File: src/sv/scc_pkg.sv
// Shared types, constants and helpers of the shift cut controller.
// Depends on nothing; imported by the top level, controller, datapath and divider.
package scc_pkg;

  localparam int CFG_IDX_W   = 3;
  localparam int CFG_DATA_W  = 60;
  localparam int KILL_TIME_W = 10;
  localparam int PROD_W      = 24;
  localparam int DIV_STEPS   = PROD_W;
  localparam int DIV_CNT_W   = $clog2(DIV_STEPS);

  // Register indexes of the configuration port.
  localparam logic [CFG_IDX_W-1:0] CFG_KILL_TIME_TABLE = 3'd0;
  localparam logic [CFG_IDX_W-1:0] CFG_MIN_PRESS_TICKS = 3'd1;
  localparam logic [CFG_IDX_W-1:0] CFG_REARM_DELAY     = 3'd2;
  localparam logic [CFG_IDX_W-1:0] CFG_TIME_DIVIDER    = 3'd3;
  localparam logic [CFG_IDX_W-1:0] CFG_FUEL_CUT_ENABLE = 3'd4;
  localparam logic [CFG_IDX_W-1:0] CFG_IGN_CUT_ENABLE  = 3'd5;

  // Reset values of the registers.
  localparam logic [59:0] RST_KILL_TIME_TABLE = 60'd73255032061018625;
  localparam logic [15:0] RST_MIN_PRESS_TICKS = 16'd5;
  localparam logic [15:0] RST_REARM_DELAY     = 16'd500;
  localparam logic [15:0] RST_TIME_DIVIDER    = 16'd2560;

  localparam logic [13:0] PRESS_LEVEL = 14'd64;
  localparam logic [15:0] MIN_SPEED   = 16'd5120;

  typedef enum logic [2:0] {
    ST_IDLE,
    ST_PREP,
    ST_DIV_START,
    ST_DIV_WAIT,
    ST_COMMIT
  } scc_state_e;

  typedef struct packed {
    logic load_in;
    logic load_prod;
    logic start_div;
    logic commit;
  } scc_cmd_t;

  typedef struct packed {
    logic need_div;
    logic div_done;
    logic out_free;
  } scc_status_t;

  // Kill time of a gear; gears outside one to five use the sixth slot.
  function automatic logic [KILL_TIME_W-1:0] gear_time(input logic [59:0] tbl,
                                                      input logic [7:0]  gear);
    logic [2:0] slot;
    if (gear inside {[8'd1:8'd5]}) begin
      slot = 3'(gear - 8'd1);
    end else begin
      slot = 3'd5;
    end
    return tbl[slot*KILL_TIME_W +: KILL_TIME_W];
  endfunction

endpackage

File: src/sv/scc_if.sv
// Valid/ready channel interfaces for the shift cut controller.
// Depends on nothing; used by the top level and its environment.
interface scc_in_if;
  logic        valid;
  logic        ready;
  logic [15:0] shifter_level;
  logic [15:0] engine_speed;
  logic [7:0]  gear_position;

  modport source (output valid, shifter_level, engine_speed, gear_position,
                  input ready);
  modport sink   (input valid, shifter_level, engine_speed, gear_position,
                  output ready);
endinterface

interface scc_out_if;
  logic valid;
  logic ready;
  logic fuel_cut;
  logic ign_cut;
  logic kill_on;

  modport source (output valid, fuel_cut, ign_cut, kill_on, input ready);
  modport sink   (input valid, fuel_cut, ign_cut, kill_on, output ready);
endinterface

File: src/sv/shift_cut_controller.sv
// Top level of the quick-shifter cut controller.
// Depends on scc_pkg, scc_if, scc_ctrl and scc_datapath.
//
//   channel  | direction | transaction carries
//   ---------+-----------+----------------------------------------------
//   in_ch    | sink      | shifter_level, engine_speed, gear_position
//   out_ch   | source    | fuel_cut, ign_cut, kill_on
//   cfg      | write     | cfg_we_i, cfg_idx_i, cfg_data_i
//
// A tick goes through ST_PREP to ST_COMMIT when the shifter is released
// or the engine is slow, and through ST_DIV_START and ST_DIV_WAIT when
// the 24-step restoring divider computes a new kill length. Reset is
// asynchronous and active low and restores all but the input, product,
// divider and result data registers. A result waits in an output
// register, so a stalled sink only holds up the next tick, at commit.
module shift_cut_controller (
  input  logic                           clk_i,
  input  logic                           rst_ni,
  scc_in_if.sink                         in_ch,
  scc_out_if.source                      out_ch,
  input  logic                           cfg_we_i,
  input  logic [scc_pkg::CFG_IDX_W-1:0]  cfg_idx_i,
  input  logic [scc_pkg::CFG_DATA_W-1:0] cfg_data_i
);
  import scc_pkg::*;

  scc_cmd_t    cmd;
  scc_status_t status;
  logic        in_ready;

  // The controller owns the input handshake and the step sequence.
  scc_ctrl u_ctrl (
    .clk_i      (clk_i),
    .rst_ni     (rst_ni),
    .in_valid_i (in_ch.valid),
    .in_ready_o (in_ready),
    .status_i   (status),
    .cmd_o      (cmd)
  );

  // The datapath holds configuration, tick state and the result register.
  scc_datapath u_dp (
    .clk_i           (clk_i),
    .rst_ni          (rst_ni),
    .cmd_i           (cmd),
    .status_o        (status),
    .cfg_we_i        (cfg_we_i),
    .cfg_idx_i       (cfg_idx_i),
    .cfg_data_i      (cfg_data_i),
    .shifter_level_i (in_ch.shifter_level),
    .engine_speed_i  (in_ch.engine_speed),
    .gear_position_i (in_ch.gear_position),
    .out_ready_i     (out_ch.ready),
    .out_valid_o     (out_ch.valid),
    .fuel_cut_o      (out_ch.fuel_cut),
    .ign_cut_o       (out_ch.ign_cut),
    .kill_on_o       (out_ch.kill_on)
  );

  assign in_ch.ready = in_ready;
endmodule

File: src/sv/scc_divider.sv
// Restoring divider, one quotient bit per cycle, for the kill length.
// Depends on scc_pkg.
module scc_divider (
  input  logic                        clk_i,
  input  logic                        rst_ni,
  input  logic                        start_i,
  input  logic [scc_pkg::PROD_W-1:0]  dividend_i,
  input  logic [15:0]                 divisor_i,
  output logic                        done_o,
  output logic [scc_pkg::PROD_W-1:0]  quotient_o
);
  import scc_pkg::*;

  logic                 busy_q;
  logic                 done_q;
  logic [DIV_CNT_W-1:0] cnt_q;
  logic [15:0]          rem_q, rem_d;
  logic [PROD_W-1:0]    quo_q;
  logic [16:0]          trial;
  logic                 qbit;

  // A zero divisor yields an all-ones quotient, which saturates later.
  always_comb begin
    trial = {rem_q, quo_q[PROD_W-1]};
    if (trial >= {1'b0, divisor_i}) begin
      qbit  = 1'b1;
      rem_d = 16'(trial - {1'b0, divisor_i});
    end else begin
      qbit  = 1'b0;
      rem_d = trial[15:0];
    end
  end

  always_ff @(posedge clk_i or negedge rst_ni) begin
    if (!rst_ni) begin
      busy_q <= 1'b0;
      done_q <= 1'b0;
      cnt_q  <= '0;
    end else begin
      done_q <= 1'b0;
      if (start_i) begin
        busy_q <= 1'b1;
        cnt_q  <= '0;
      end else if (busy_q) begin
        cnt_q <= cnt_q + 1'b1;
        if (cnt_q == DIV_CNT_W'(DIV_STEPS - 1)) begin
          busy_q <= 1'b0;
          done_q <= 1'b1;
        end
      end
    end
  end

  always_ff @(posedge clk_i) begin
    if (start_i) begin
      rem_q <= '0;
      quo_q <= dividend_i;
    end else if (busy_q) begin
      rem_q <= rem_d;
      quo_q <= {quo_q[PROD_W-2:0], qbit};
    end
  end

  assign done_o     = done_q;
  assign quotient_o = quo_q;
endmodule

File: src/sv/scc_datapath.sv
// Datapath: configuration registers, tick state, kill length and result register.
// Depends on scc_pkg and scc_divider.
module scc_datapath (
  input  logic                           clk_i,
  input  logic                           rst_ni,
  input  scc_pkg::scc_cmd_t              cmd_i,
  output scc_pkg::scc_status_t           status_o,
  input  logic                           cfg_we_i,
  input  logic [scc_pkg::CFG_IDX_W-1:0]  cfg_idx_i,
  input  logic [scc_pkg::CFG_DATA_W-1:0] cfg_data_i,
  input  logic [15:0]                    shifter_level_i,
  input  logic [15:0]                    engine_speed_i,
  input  logic [7:0]                     gear_position_i,
  input  logic                           out_ready_i,
  output logic                           out_valid_o,
  output logic                           fuel_cut_o,
  output logic                           ign_cut_o,
  output logic                           kill_on_o
);
  import scc_pkg::*;

  logic [59:0] kill_table_q;
  logic [15:0] min_press_q, rearm_q, divider_q;
  logic        fuel_en_q, ign_en_q;

  logic [15:0] level_q, speed_q;
  logic [7:0]  gear_in_q;
  logic [PROD_W-1:0] prod_q;

  logic        armed_q, armed_d;
  logic        kill_q, kill_d;
  logic [15:0] phase_q, phase_d;
  logic [15:0] press_q, press_d;
  logic [15:0] len_q, len_d;
  logic [7:0]  gear_lat_q, gear_lat_d;

  logic        out_valid_q;
  logic        fuel_q, ign_q, kill_out_q;

  logic              pressed, fast, div_done;
  logic [PROD_W-1:0] quotient;
  logic [15:0]       len_sat;

  scc_divider u_div (
    .clk_i      (clk_i),
    .rst_ni     (rst_ni),
    .start_i    (cmd_i.start_div),
    .dividend_i (prod_q),
    .divisor_i  (divider_q),
    .done_o     (div_done),
    .quotient_o (quotient)
  );

  always_ff @(posedge clk_i or negedge rst_ni) begin
    if (!rst_ni) begin
      kill_table_q <= RST_KILL_TIME_TABLE;
      min_press_q  <= RST_MIN_PRESS_TICKS;
      rearm_q      <= RST_REARM_DELAY;
      divider_q    <= RST_TIME_DIVIDER;
      fuel_en_q    <= 1'b1;
      ign_en_q     <= 1'b1;
    end else if (cfg_we_i) begin
      case (cfg_idx_i)
        CFG_KILL_TIME_TABLE: kill_table_q <= cfg_data_i[59:0];
        CFG_MIN_PRESS_TICKS: min_press_q  <= cfg_data_i[15:0];
        CFG_REARM_DELAY:     rearm_q      <= cfg_data_i[15:0];
        CFG_TIME_DIVIDER:    divider_q    <= cfg_data_i[15:0];
        CFG_FUEL_CUT_ENABLE: fuel_en_q    <= cfg_data_i[0];
        CFG_IGN_CUT_ENABLE:  ign_en_q     <= cfg_data_i[0];
        default: ;
      endcase
    end
  end

  always_ff @(posedge clk_i) begin
    if (cmd_i.load_in) begin
      level_q   <= shifter_level_i;
      speed_q   <= engine_speed_i;
      gear_in_q <= gear_position_i;
    end
    if (cmd_i.load_prod) begin
      prod_q <= {14'd0, gear_time(kill_table_q, gear_lat_q)} * {10'd0, speed_q[15:2]};
    end
  end

  assign pressed = (level_q[15:2] <= PRESS_LEVEL);
  assign fast    = (speed_q > MIN_SPEED);
  assign len_sat = (quotient[PROD_W-1:16] != '0) ? 16'hFFFF : quotient[15:0];

  always_comb begin
    armed_d    = armed_q;
    len_d      = len_q;
    kill_d     = kill_q;
    phase_d    = phase_q;
    press_d    = press_q;
    gear_lat_d = gear_lat_q;
    if (pressed) begin
      if (fast) begin
        armed_d = 1'b1;
        len_d   = len_sat;
      end
    end else begin
      armed_d = 1'b0;
    end
    if (kill_q) begin
      phase_d = phase_q + 16'd1;
      if (phase_d >= len_d) begin
        kill_d  = 1'b0;
        phase_d = rearm_q;
      end
    end else if (phase_q != 16'd0) begin
      if (!armed_d) begin
        phase_d = phase_q - 16'd1;
      end
    end else if (armed_d) begin
      press_d = press_q + 16'd1;
      if (press_d >= min_press_q) begin
        kill_d  = 1'b1;
        phase_d = 16'd0;
      end
    end else begin
      press_d    = 16'd0;
      gear_lat_d = gear_in_q;
    end
  end

  always_ff @(posedge clk_i or negedge rst_ni) begin
    if (!rst_ni) begin
      armed_q    <= 1'b0;
      kill_q     <= 1'b0;
      phase_q    <= RST_REARM_DELAY;
      press_q    <= 16'd0;
      len_q      <= 16'd0;
      gear_lat_q <= 8'd0;
    end else if (cmd_i.commit) begin
      armed_q    <= armed_d;
      kill_q     <= kill_d;
      phase_q    <= phase_d;
      press_q    <= press_d;
      len_q      <= len_d;
      gear_lat_q <= gear_lat_d;
    end
  end

  always_ff @(posedge clk_i or negedge rst_ni) begin
    if (!rst_ni) begin
      out_valid_q <= 1'b0;
    end else if (cmd_i.commit) begin
      out_valid_q <= 1'b1;
    end else if (out_ready_i) begin
      out_valid_q <= 1'b0;
    end
  end

  always_ff @(posedge clk_i) begin
    if (cmd_i.commit) begin
      fuel_q     <= kill_d & fuel_en_q;
      ign_q      <= kill_d & ign_en_q;
      kill_out_q <= kill_d;
    end
  end

  assign status_o.need_div = pressed & fast;
  assign status_o.div_done = div_done;
  assign status_o.out_free = !out_valid_q || out_ready_i;

  assign out_valid_o = out_valid_q;
  assign fuel_cut_o  = fuel_q;
  assign ign_cut_o   = ign_q;
  assign kill_on_o   = kill_out_q;
endmodule

File: src/sv/scc_ctrl.sv
// Controller state machine that sequences one tick through the datapath.
// Depends on scc_pkg.
module scc_ctrl (
  input  logic                 clk_i,
  input  logic                 rst_ni,
  input  logic                 in_valid_i,
  output logic                 in_ready_o,
  input  scc_pkg::scc_status_t status_i,
  output scc_pkg::scc_cmd_t    cmd_o
);
  import scc_pkg::*;

  scc_state_e state_q, state_d;

  always_ff @(posedge clk_i or negedge rst_ni) begin
    if (!rst_ni) begin
      state_q <= ST_IDLE;
    end else begin
      state_q <= state_d;
    end
  end

  always_comb begin
    state_d = state_q;
    case (state_q)
      ST_IDLE: begin
        if (in_valid_i) state_d = ST_PREP;
      end
      ST_PREP: begin
        state_d = status_i.need_div ? ST_DIV_START : ST_COMMIT;
      end
      ST_DIV_START: begin
        state_d = ST_DIV_WAIT;
      end
      ST_DIV_WAIT: begin
        if (status_i.div_done) state_d = ST_COMMIT;
      end
      ST_COMMIT: begin
        if (status_i.out_free) state_d = ST_IDLE;
      end
      default: begin
        state_d = ST_IDLE;
      end
    endcase
  end

  always_comb begin
    in_ready_o = 1'b0;
    cmd_o      = '0;
    case (state_q)
      ST_IDLE: begin
        in_ready_o    = 1'b1;
        cmd_o.load_in = in_valid_i;
      end
      ST_PREP: begin
        cmd_o.load_prod = 1'b1;
      end
      ST_DIV_START: begin
        cmd_o.start_div = 1'b1;
      end
      ST_DIV_WAIT: ;
      ST_COMMIT: begin
        cmd_o.commit = status_i.out_free;
      end
      default: ;
    endcase
  end
endmodule

File: src/flat_wrapper.sv
// flat-port wrapper written by rule: the top's interface ports become plain ports
module shift_cut_controller_flat import scc_pkg::*;
  (clk_i, rst_ni, cfg_we_i, cfg_idx_i, cfg_data_i, in_ch_valid, in_ch_shifter_level, in_ch_engine_speed, in_ch_gear_position, in_ch_ready, out_ch_valid, out_ch_fuel_cut, out_ch_ign_cut, out_ch_kill_on, out_ch_ready);
  scc_in_if in_ch_i ();
  scc_out_if out_ch_i ();
  input  logic clk_i;
  input  logic rst_ni;
  input  logic cfg_we_i;
  input  logic [scc_pkg::CFG_IDX_W-1:0] cfg_idx_i;
  input  logic [scc_pkg::CFG_DATA_W-1:0] cfg_data_i;
  input wire logic [$bits(in_ch_i.valid)-1:0] in_ch_valid;
  input wire logic [$bits(in_ch_i.shifter_level)-1:0] in_ch_shifter_level;
  input wire logic [$bits(in_ch_i.engine_speed)-1:0] in_ch_engine_speed;
  input wire logic [$bits(in_ch_i.gear_position)-1:0] in_ch_gear_position;
  output wire logic [$bits(in_ch_i.ready)-1:0] in_ch_ready;
  output wire logic [$bits(out_ch_i.valid)-1:0] out_ch_valid;
  output wire logic [$bits(out_ch_i.fuel_cut)-1:0] out_ch_fuel_cut;
  output wire logic [$bits(out_ch_i.ign_cut)-1:0] out_ch_ign_cut;
  output wire logic [$bits(out_ch_i.kill_on)-1:0] out_ch_kill_on;
  input wire logic [$bits(out_ch_i.ready)-1:0] out_ch_ready;
  assign in_ch_i.valid = in_ch_valid;
  assign in_ch_i.shifter_level = in_ch_shifter_level;
  assign in_ch_i.engine_speed = in_ch_engine_speed;
  assign in_ch_i.gear_position = in_ch_gear_position;
  assign in_ch_ready = in_ch_i.ready;
  assign out_ch_valid = out_ch_i.valid;
  assign out_ch_fuel_cut = out_ch_i.fuel_cut;
  assign out_ch_ign_cut = out_ch_i.ign_cut;
  assign out_ch_kill_on = out_ch_i.kill_on;
  assign out_ch_i.ready = out_ch_ready;
  shift_cut_controller u_core (.clk_i(clk_i), .rst_ni(rst_ni), .in_ch(in_ch_i), .out_ch(out_ch_i), .cfg_we_i(cfg_we_i), .cfg_idx_i(cfg_idx_i), .cfg_data_i(cfg_data_i));
endmodule
File: config.mk
export PLATFORM = sky130hd
export DESIGN_NAME = shift_cut_controller_flat
export DESIGN_NICKNAME = d
export VERILOG_FILES = /design/src/sv/scc_pkg.sv /design/src/sv/scc_if.sv /design/src/sv/shift_cut_controller.sv /design/src/sv/scc_divider.sv /design/src/sv/scc_datapath.sv /design/src/sv/scc_ctrl.sv /design/src/flat_wrapper.sv
export SDC_FILE = /design/constraint.sdc
export NUM_CORES = 1
export LEC_CHECK = 0
export BUFFER_PORTS_ARGS = -buffer_cell sky130_fd_sc_hd__buf_2
export CORE_UTILIZATION = 30
export DETAILED_ROUTE_END_ITERATION = 10
export GPL_TIMING_DRIVEN = 1
export PLACE_DENSITY = 0.46
export RECOVER_POWER = 50
export SLEW_MARGIN = 20
export SYNTH_ARGS = -nofsm -noshare
export SYNTH_HDL_FRONTEND = slang
export SYNTH_SLANG_ARGS = --single-unit
File: constraint.sdc
create_clock -name clk_i -period 9.9 [get_ports clk_i]
set_input_delay 1.485 -clock clk_i [delete_from_list [all_inputs] [get_ports clk_i]]
set_output_delay 1.485 -clock clk_i [all_outputs]
set_load 0.01 [all_outputs]
==> PnR_summary.wiki, run 1 <==
{| class="wikitable"
! Metric !! Value
|-
| Status || finished, violations left
|-
| Failing checks || max-capacitance violations, max-slew violations
|-
| Clock latency on the worst-skew pair || 550 ps
|-
| Number of pins with negative max-slew slack in the final report || 270
|-
| Fin. Hold Viols || 0
|-
| Total overflow reported by the global router || 0
|-
| Overall via count from detail_route || 13400
|-
| Wire length on met3 || 1.55 mm
|-
| Synthesized-area fraction occupied by and/or/nand/nor cells || 0.145
|-
| Most used flip-flop cell after synthesis || sky130_fd_sc_hd__dfrtp_1
|-
| Leading post-synthesis cells by instance count || 222 x sky130_fd_sc_hd__nand2_1, 151 x sky130_fd_sc_hd__inv_1, 149 x sky130_fd_sc_hd__dfrtp_1
|-
| Routed metal-1 wirelength || 22.1 mm
|-
| Final cell count without fillers || 2769
|-
| Avg Cell Area, Syn || 10.2 um^2
|-
| Count of antenna diodes in the layout || 0
|-
| Clock slew at the register clock pins of the worst setup and hold paths || 60 ps
|-
| Data required time of the critical path || 10160 ps
|-
| Number of core rows || 91
|-
| Post-route cell area || 21300 um^2
|-
| Count of cells along the worst register-to-register path || 27
|-
| Detailed placer's ending HPWL || 34.4 mm
|-
| Cell count after placement || 2705
|-
| Initial antenna violation count || 5
|-
| Main area contributors after synthesis || sky130_fd_sc_hd__dfrtp_1 20%, sky130_fd_sc_hd__edfxtp_1 14%, sky130_fd_sc_hd__fa_1 10%, sky130_fd_sc_hd__ha_1 7.5%, sky130_fd_sc_hd__mux2_2 6.9%
|-
| Syn nets || 2147
|-
| Fmax achieved || 117 MHz
|-
| Maximum count of clock buffers along a single path || 3
|-
| Max-cap violations || 6
|-
| Top Layer Used || met4
|-
| Flip-flop and latch count after synthesis || 284
|-
| Vert. Die Dim || 252 um
|-
| HP Class || register to register
|-
| Share of the synthesized area in the top cell type || 0.199
|-
| Library cell appearing most often on the critical path || sky130_fd_sc_hd__fa_1
|-
| Sequential cell area fraction in the yosys report || 0.401
|-
| Cell count after synthesis || 1831
|-
| Distinct cells, synth || 82
|-
| Routability congestion estimate from global placement || 0.804
|-
| Post-Synth Adder-Cell Area || 0.177
|-
| Critical path launch point type || register
|-
| Start-to-end type of the worst setup path || register to register
|-
| Post-layout min period || 8530 ps
|-
| Placement-stage cell area || 20200 um^2
|-
| Top fanout value on the critical path || 25
|-
| Global routing usage summed across all routing layers || 0.151
|-
| Total number of H-tree levels || 2
|-
| Finished Core Util || 0.344
|-
| Register with the most flip-flops || u_core.u_dp.kill_table_q
|-
| TritonCTS clock tree || yes
|-
| Data arrival time of the critical path || 8800 ps
|-
| Cell taking the most area after synthesis || sky130_fd_sc_hd__dfrtp_1
|-
| Delay contributed by the slowest stage of the critical path || 870 ps
|-
| Fin Clk Skew || 24.9 ps
|-
| Number of enable flip-flop cells after synthesis || 89
|-
| Port-buffer cells || 110
|-
| Total setup buffers inserted after CTS || 0
|-
| Number of CTS-inserted buffers || 35
|-
| Fraction of final layout cells sized beyond drive strength 1 || 0.176
|-
| Number of global-route vias before repair || 13900
|-
| Kind of capture point of the worst setup path || register
|-
| Yosys warns || 0
|-
| Floorplan core area || 61700 um^2
|-
| Amount of wire on met2 after detailed routing || 22.4 mm
|-
| Dominant combinational cell family by area after synthesis || adder cells
|-
| Post-DR wirelength/cell || 17.1 um
|-
| Die area || 63400 um^2
|-
| Slowest stage cell, crit path || sky130_fd_sc_hd__a222oi_1
|-
| Mapped cell area || 18700 um^2
|-
| Post-route fraction of the period consumed by the critical path || 0.862
|-
| Most frequent cell after synthesis || sky130_fd_sc_hd__nand2_1
|-
| Post-synthesis mux area share || 0.0830
|-
| Top Ports || 113
|-
| Final setup fails || 0
|-
| Number of nets with antenna violations after detailed routing || 0
|-
| Area growth from synthesis to final layout || 13.5%
|-
| Root buffer cell || sky130_fd_sc_hd__clkbuf_16
|-
| Setup repair after global routing missed its margin || false
|-
| Xor/xnor cell area share of the yosys netlist || 0.0281
|-
| Hold Buf Count CTS || 0
|-
| Total negative slack || 0 ps
|-
| Worst Hold Depth || 1
|-
| Compound-cell area share of the yosys netlist || 0.115
|-
| Total of cells resized after clock tree synthesis || 0
|-
| Number of vias per cell after detailed routing || 4.83
|-
| Count of unresolved DRC violations after routing || 0
|-
| Number of search-and-repair iterations in the first detailed-routing pass || 5
|-
| Number of sinks handled by clock tree synthesis || 284
|-
| Worst slew margin relative to its limit || -1.84
|-
| Horizontal die dimension || 252 um
|-
| First-pass GRT wire length || 76.3 mm
|-
| Maximum number of pins on one net before global-route repair || 72
|-
| Share of synthesized flip-flops with an asynchronous set or reset || 0.630
|-
| Total length of routed wires || 47.4 mm
|-
| Final #Nets || 2221
|-
| DRC violation total after the first TritonRoute iteration || 578
|-
| Largest register FFs || 60
|-
| Starting utilization of the core area || 0.303
|-
| Slew of the pin with the lowest slew margin || 4260 ps
|}
==> stage by stage <==
stage / worst slack [ps] / hold slack (ps)
floorplan: 2600 / 455
global placement: 1560 / 473
detailed placement: 1340 / 470
CTS: 1280 / 483
global route: 800 / 497
finish: 1370 / 480
==> placed cells by master, fill, tap and decap left out, types with 37 or more instances in the layout <==
cell and n:
sky130_fd_sc_hd__a21oi_1 91, sky130_fd_sc_hd__clkbuf_16 37, sky130_fd_sc_hd__ha_1 113, sky130_fd_sc_hd__nand2_1 222, sky130_fd_sc_hd__nor2_1 96, sky130_fd_sc_hd__buf_2 107
sky130_fd_sc_hd__mux2_2 115, sky130_fd_sc_hd__and2_1 40, sky130_fd_sc_hd__inv_1 151, sky130_fd_sc_hd__edfxtp_1 89, sky130_fd_sc_hd__xnor2_1 38, sky130_fd_sc_hd__o21ai_0 91
sky130_fd_sc_hd__fa_1 95, sky130_fd_sc_hd__dfrtp_1 149, sky130_fd_sc_hd__nor2b_1 39
==> kinds of logic after synthesis <==
| group | count (synthesis) |
|---|---|
| AOI/OAI and AO/OA | 335 |
| muxes | 141 |
| xor gates and xnor gates | 60 |
| adders and majority gates | 208 |
| and+or+nand+nor | 558 |
| DFF | 284 |
| buffers and inverters | 245 |
==> metal layers <==
| layer | global-route usage | vias to the layer above |
|---|---|---|
| met2 | 0.251 | 214 |
| met4 | 0.0487 | 0 |
| met1 | 0.205 | 6620 |
| li1 | - | 6480 |
| met3 | 0.0199 | 65 |
| met5 | 0 | - |
==> worst max-delay path: cells and delay by family (launching register included) <==
family,cells,cell delay [ps]
compound gates,8,2460
xor+xnor,2,510
fa+ha+maj,7,3060
buf+inv,7,1060
flops,1,320
mux,1,240
simple gates,2,570
==> worst paths after layout <==
check	startpoint	end	slack (ps)
setup / recovery	u_core.u_dp.gear_lat_q[0]	u_core.u_dp.prod_q[20]	1370
hold / removal	u_core.u_dp.gear_in_q[1]	u_core.u_dp.gear_lat_q[1]	480
setup reg to reg	u_core.u_dp.gear_lat_q[0]	u_core.u_dp.prod_q[20]	1370
hold reg to reg	u_core.u_dp.gear_in_q[1]	u_core.u_dp.gear_lat_q[1]	480
max in group asynchronous	rst_ni	u_core.u_ctrl.state_q[1]	2960
min in group asynchronous	rst_ni	u_core.u_dp.divider_q[5]	2460
==> area by class of cell <==
| cell class | instances | area [um^2] |
|---|---|---|
| repair buffers | 131 | 678 |
| flip-flops and latches | 284 | 7510 |
| clock inverters | 12 | 108 |
| multi-input cells | 1302 | 10300 |
| well taps | 837 | 1050 |
| fillers | 6360 | 40500 |
| clock buffers | 52 | 1030 |
| inverters | 151 | 567 |
Power of run 1 is left out: the tool's default activity adds up to more than one toggle a clock period on the data nets, which glitch-free logic cannot reach.
==> run 2, diff against run 1 <==
- CORE_UTILIZATION: 30 -> 50
- PLACE_DENSITY: 0.46 -> 0.71
- clock period: 9.9 -> 7.8 ns (I/O delays scaled with it)
==> PnR_summary.wiki, run 2 (synthesized netlist as in run 1, its figures left out) <==
{| class="wikitable"
! Metric !! Value
|-
| Final #Nets || 2226
|-
| Horizontal die dimension || 196 um
|-
| Fin Clk Skew || 12.2 ps
|-
| Start-to-end type of the worst setup path || register to register
|-
| Global routing usage summed across all routing layers || 0.225
|-
| Multi-input gate area || 10300 um^2
|-
| Fraction of final layout cells sized beyond drive strength 1 || 0.184
|-
| Clock latency on the worst-skew pair || 570 ps
|-
| Library cell appearing most often on the critical path || sky130_fd_sc_hd__fa_1
|-
| Sequential Area || 7510 um^2
|-
| Detailed placer's ending HPWL || 31.3 mm
|-
| Beginning of the critical path || u_core.u_dp.gear_lat_q[5]
|-
| Die area || 38200 um^2
|-
| Worst-case setup margin in the final layout || 397 ps
|-
| Fillers || 3141
|-
| Floorplan core area || 36700 um^2
|-
| Commonest cells after routing, fill and taps aside || 222 x sky130_fd_sc_hd__nand2_1, 151 x sky130_fd_sc_hd__inv_1, 148 x sky130_fd_sc_hd__dfrtp_1
|-
| Worst flop-to-flop path startpoint || u_core.u_dp.gear_lat_q[5]
|-
| Vert. Die Dim || 196 um
|-
| Final cell count without fillers || 2403
|-
| Routability congestion estimate from global placement || 0.892
|-
| Data arrival time of the critical path || 7720 ps
|-
| Cell count after placement || 2344
|-
| Total length of routed wires || 42.0 mm
|-
| Start point of the worst hold path || u_core.u_dp.gear_in_q[7]
|-
| Slew of the pin with the lowest slew margin || 3770 ps
|-
| Initial antenna violation count || 5
|-
| Data required time of the critical path || 8120 ps
|-
| Critical path launch point type || register
|-
| Setup repair after global routing missed its margin || false
|-
| Hold Buf Count CTS || 0
|-
| Starting utilization of the core area || 0.510
|-
| Total negative slack || 0 ps
|-
| Top Ports || 113
|-
| Port-buffer cells || 110
|-
| Post-DR wirelength/cell || 17.5 um
|-
| TritonCTS clock tree || yes
|-
| Max-cap violations || 7
|-
| Final setup fails || 0
|-
| Number of core rows || 70
|-
| Post-route fraction of the period consumed by the critical path || 0.949
|-
| Maximum count of clock buffers along a single path || 3
|-
| Number of CTS-inserted buffers || 31
|-
| Count of unresolved DRC violations after routing || 0
|-
| Number of vias per cell after detailed routing || 5.63
|-
| Total overflow reported by the global router || 0
|-
| Root buffer cell || sky130_fd_sc_hd__clkbuf_16
|-
| Fmax achieved || 135 MHz
|-
| Number of sinks handled by clock tree synthesis || 284
|-
| Internal reg-to-reg setup slack || 400 ps
|-
| Number of global-route vias before repair || 13600
|-
| Commonest non-fill, non-tap cell in the layout || sky130_fd_sc_hd__nand2_1
|-
| Worst slew margin relative to its limit || -1.51
|-
| DRC violation total after the first TritonRoute iteration || 829
|-
| Area growth from synthesis to final layout || 10.9%
|-
| Slowest stage cell, crit path || sky130_fd_sc_hd__or4_4
|-
| Register with the most flip-flops || u_core.u_dp.kill_table_q
|-
| Kind of capture point of the worst setup path || register
|-
| Delay contributed by the slowest stage of the critical path || 570 ps
|-
| Top fanout value on the critical path || 14
|-
| Post-layout min period || 7400 ps
|-
| Fin. Hold Viols || 0
|-
| Number of nets with antenna violations after detailed routing || 0
|-
| Overall via count from detail_route || 13500
|-
| Number of pins with negative max-slew slack in the final report || 300
|-
| Clock slew at the register clock pins of the worst setup and hold paths || 60 ps
|-
| Maximum number of pins on one net before global-route repair || 69
|-
| Largest register FFs || 60
|-
| First-pass GRT wire length || 69.3 mm
|-
| Total number of H-tree levels || 1
|-
| HP Class || register to register
|-
| Number of search-and-repair iterations in the first detailed-routing pass || 5
|-
| Status || finished, violations left
|-
| Failing checks || max-capacitance violations, max-slew violations
|-
| Worst slack, placed || 121 ps
|}
==> run 2: cell types whose count changed in the layout (fill, tap and decap cells not counted), moves of 2 or more <==
cell and change:
sky130_fd_sc_hd__buf_4 +10, sky130_fd_sc_hd__nor4bb_4 -2, sky130_fd_sc_hd__clkinv_2 +3, sky130_fd_sc_hd__clkinv_1 +2, sky130_fd_sc_hd__clkbuf_16 -6, sky130_fd_sc_hd__clkbuf_1 -11, sky130_fd_sc_hd__inv_6 -2, sky130_fd_sc_hd__nor4bb_1 +2
sky130_fd_sc_hd__bufinv_16 +3, sky130_fd_sc_hd__clkinvlp_4 +3
==> run 2: repair_timing <==
| item | CTS | global route |
|---|---|---|
| setup buffers | 0 | 0 |
| resized for setup | 0 | 6 |
| endpoints found under the setup margin | 0 | 6 |
==> run 2: path summary, 6_finish.rpt <==
| path | to | depth (start not counted) |
|---|---|---|
| hold reg to reg | u_core.u_dp.gear_lat_q[7] | 1 |
| setup reg to reg | u_core.u_dp.prod_q[23] | 26 |
| min in group asynchronous | u_core.u_dp.u_div.cnt_q[3] | 1 |
| hold / removal | u_core.u_dp.gear_lat_q[7] | 1 |
| max in group asynchronous | u_core.u_dp.min_press_q[5] | 2 |
| setup / recovery | u_core.u_dp.prod_q[23] | 26 |
==> run 2: critical path: cells and delay by family (launching register included) <==
family,cells,cell delay (ps)
AO/OA/AOI/OAI,8,1820
XOR/XNOR,1,120
adder cells (fa/ha/maj),6,2840
buffers and inverters,6,660
flip-flops,1,370
multiplexers,1,280
AND/OR/NAND/NOR,4,1040
==> run 2: layer usage <==
layer | global-route usage | up-vias | routed length, um
met2 | 0.379 | 331 | 20300
met5 | 0 | - | 22
met1 | 0.298 | 6606 | 18500
met3 | 0.0416 | 68 | 2320
met4 | 0.0577 | 4 | 910
li1 | - | 6509 | -
==> run 2: final cells by class <==
type                    count  area share
multi-input cells        1302       0.496
flip-flops and latches    284       0.361
clock buffers              35      0.0400
repair buffers            140      0.0361
well taps                 468      0.0282
inverters                 151      0.0273
clock inverters            22      0.0110
diodes                      1    0.000120
==> run 2: per-stage QoR <==
stage / utilization / instance area (um^2) / hold slack, ps
6_report: 0.566 / 20800 / 480
5_1_grt: 0.566 / 20800 / 495
4_1_cts: 0.567 / 20800 / 484
3_5_place_dp: 0.538 / 19800 / 472
3_3_place_gp: 0.538 / 19800 / 468
2_1_floorplan: - / 18700 / 455
Power of run 2 is left out for the same reason.
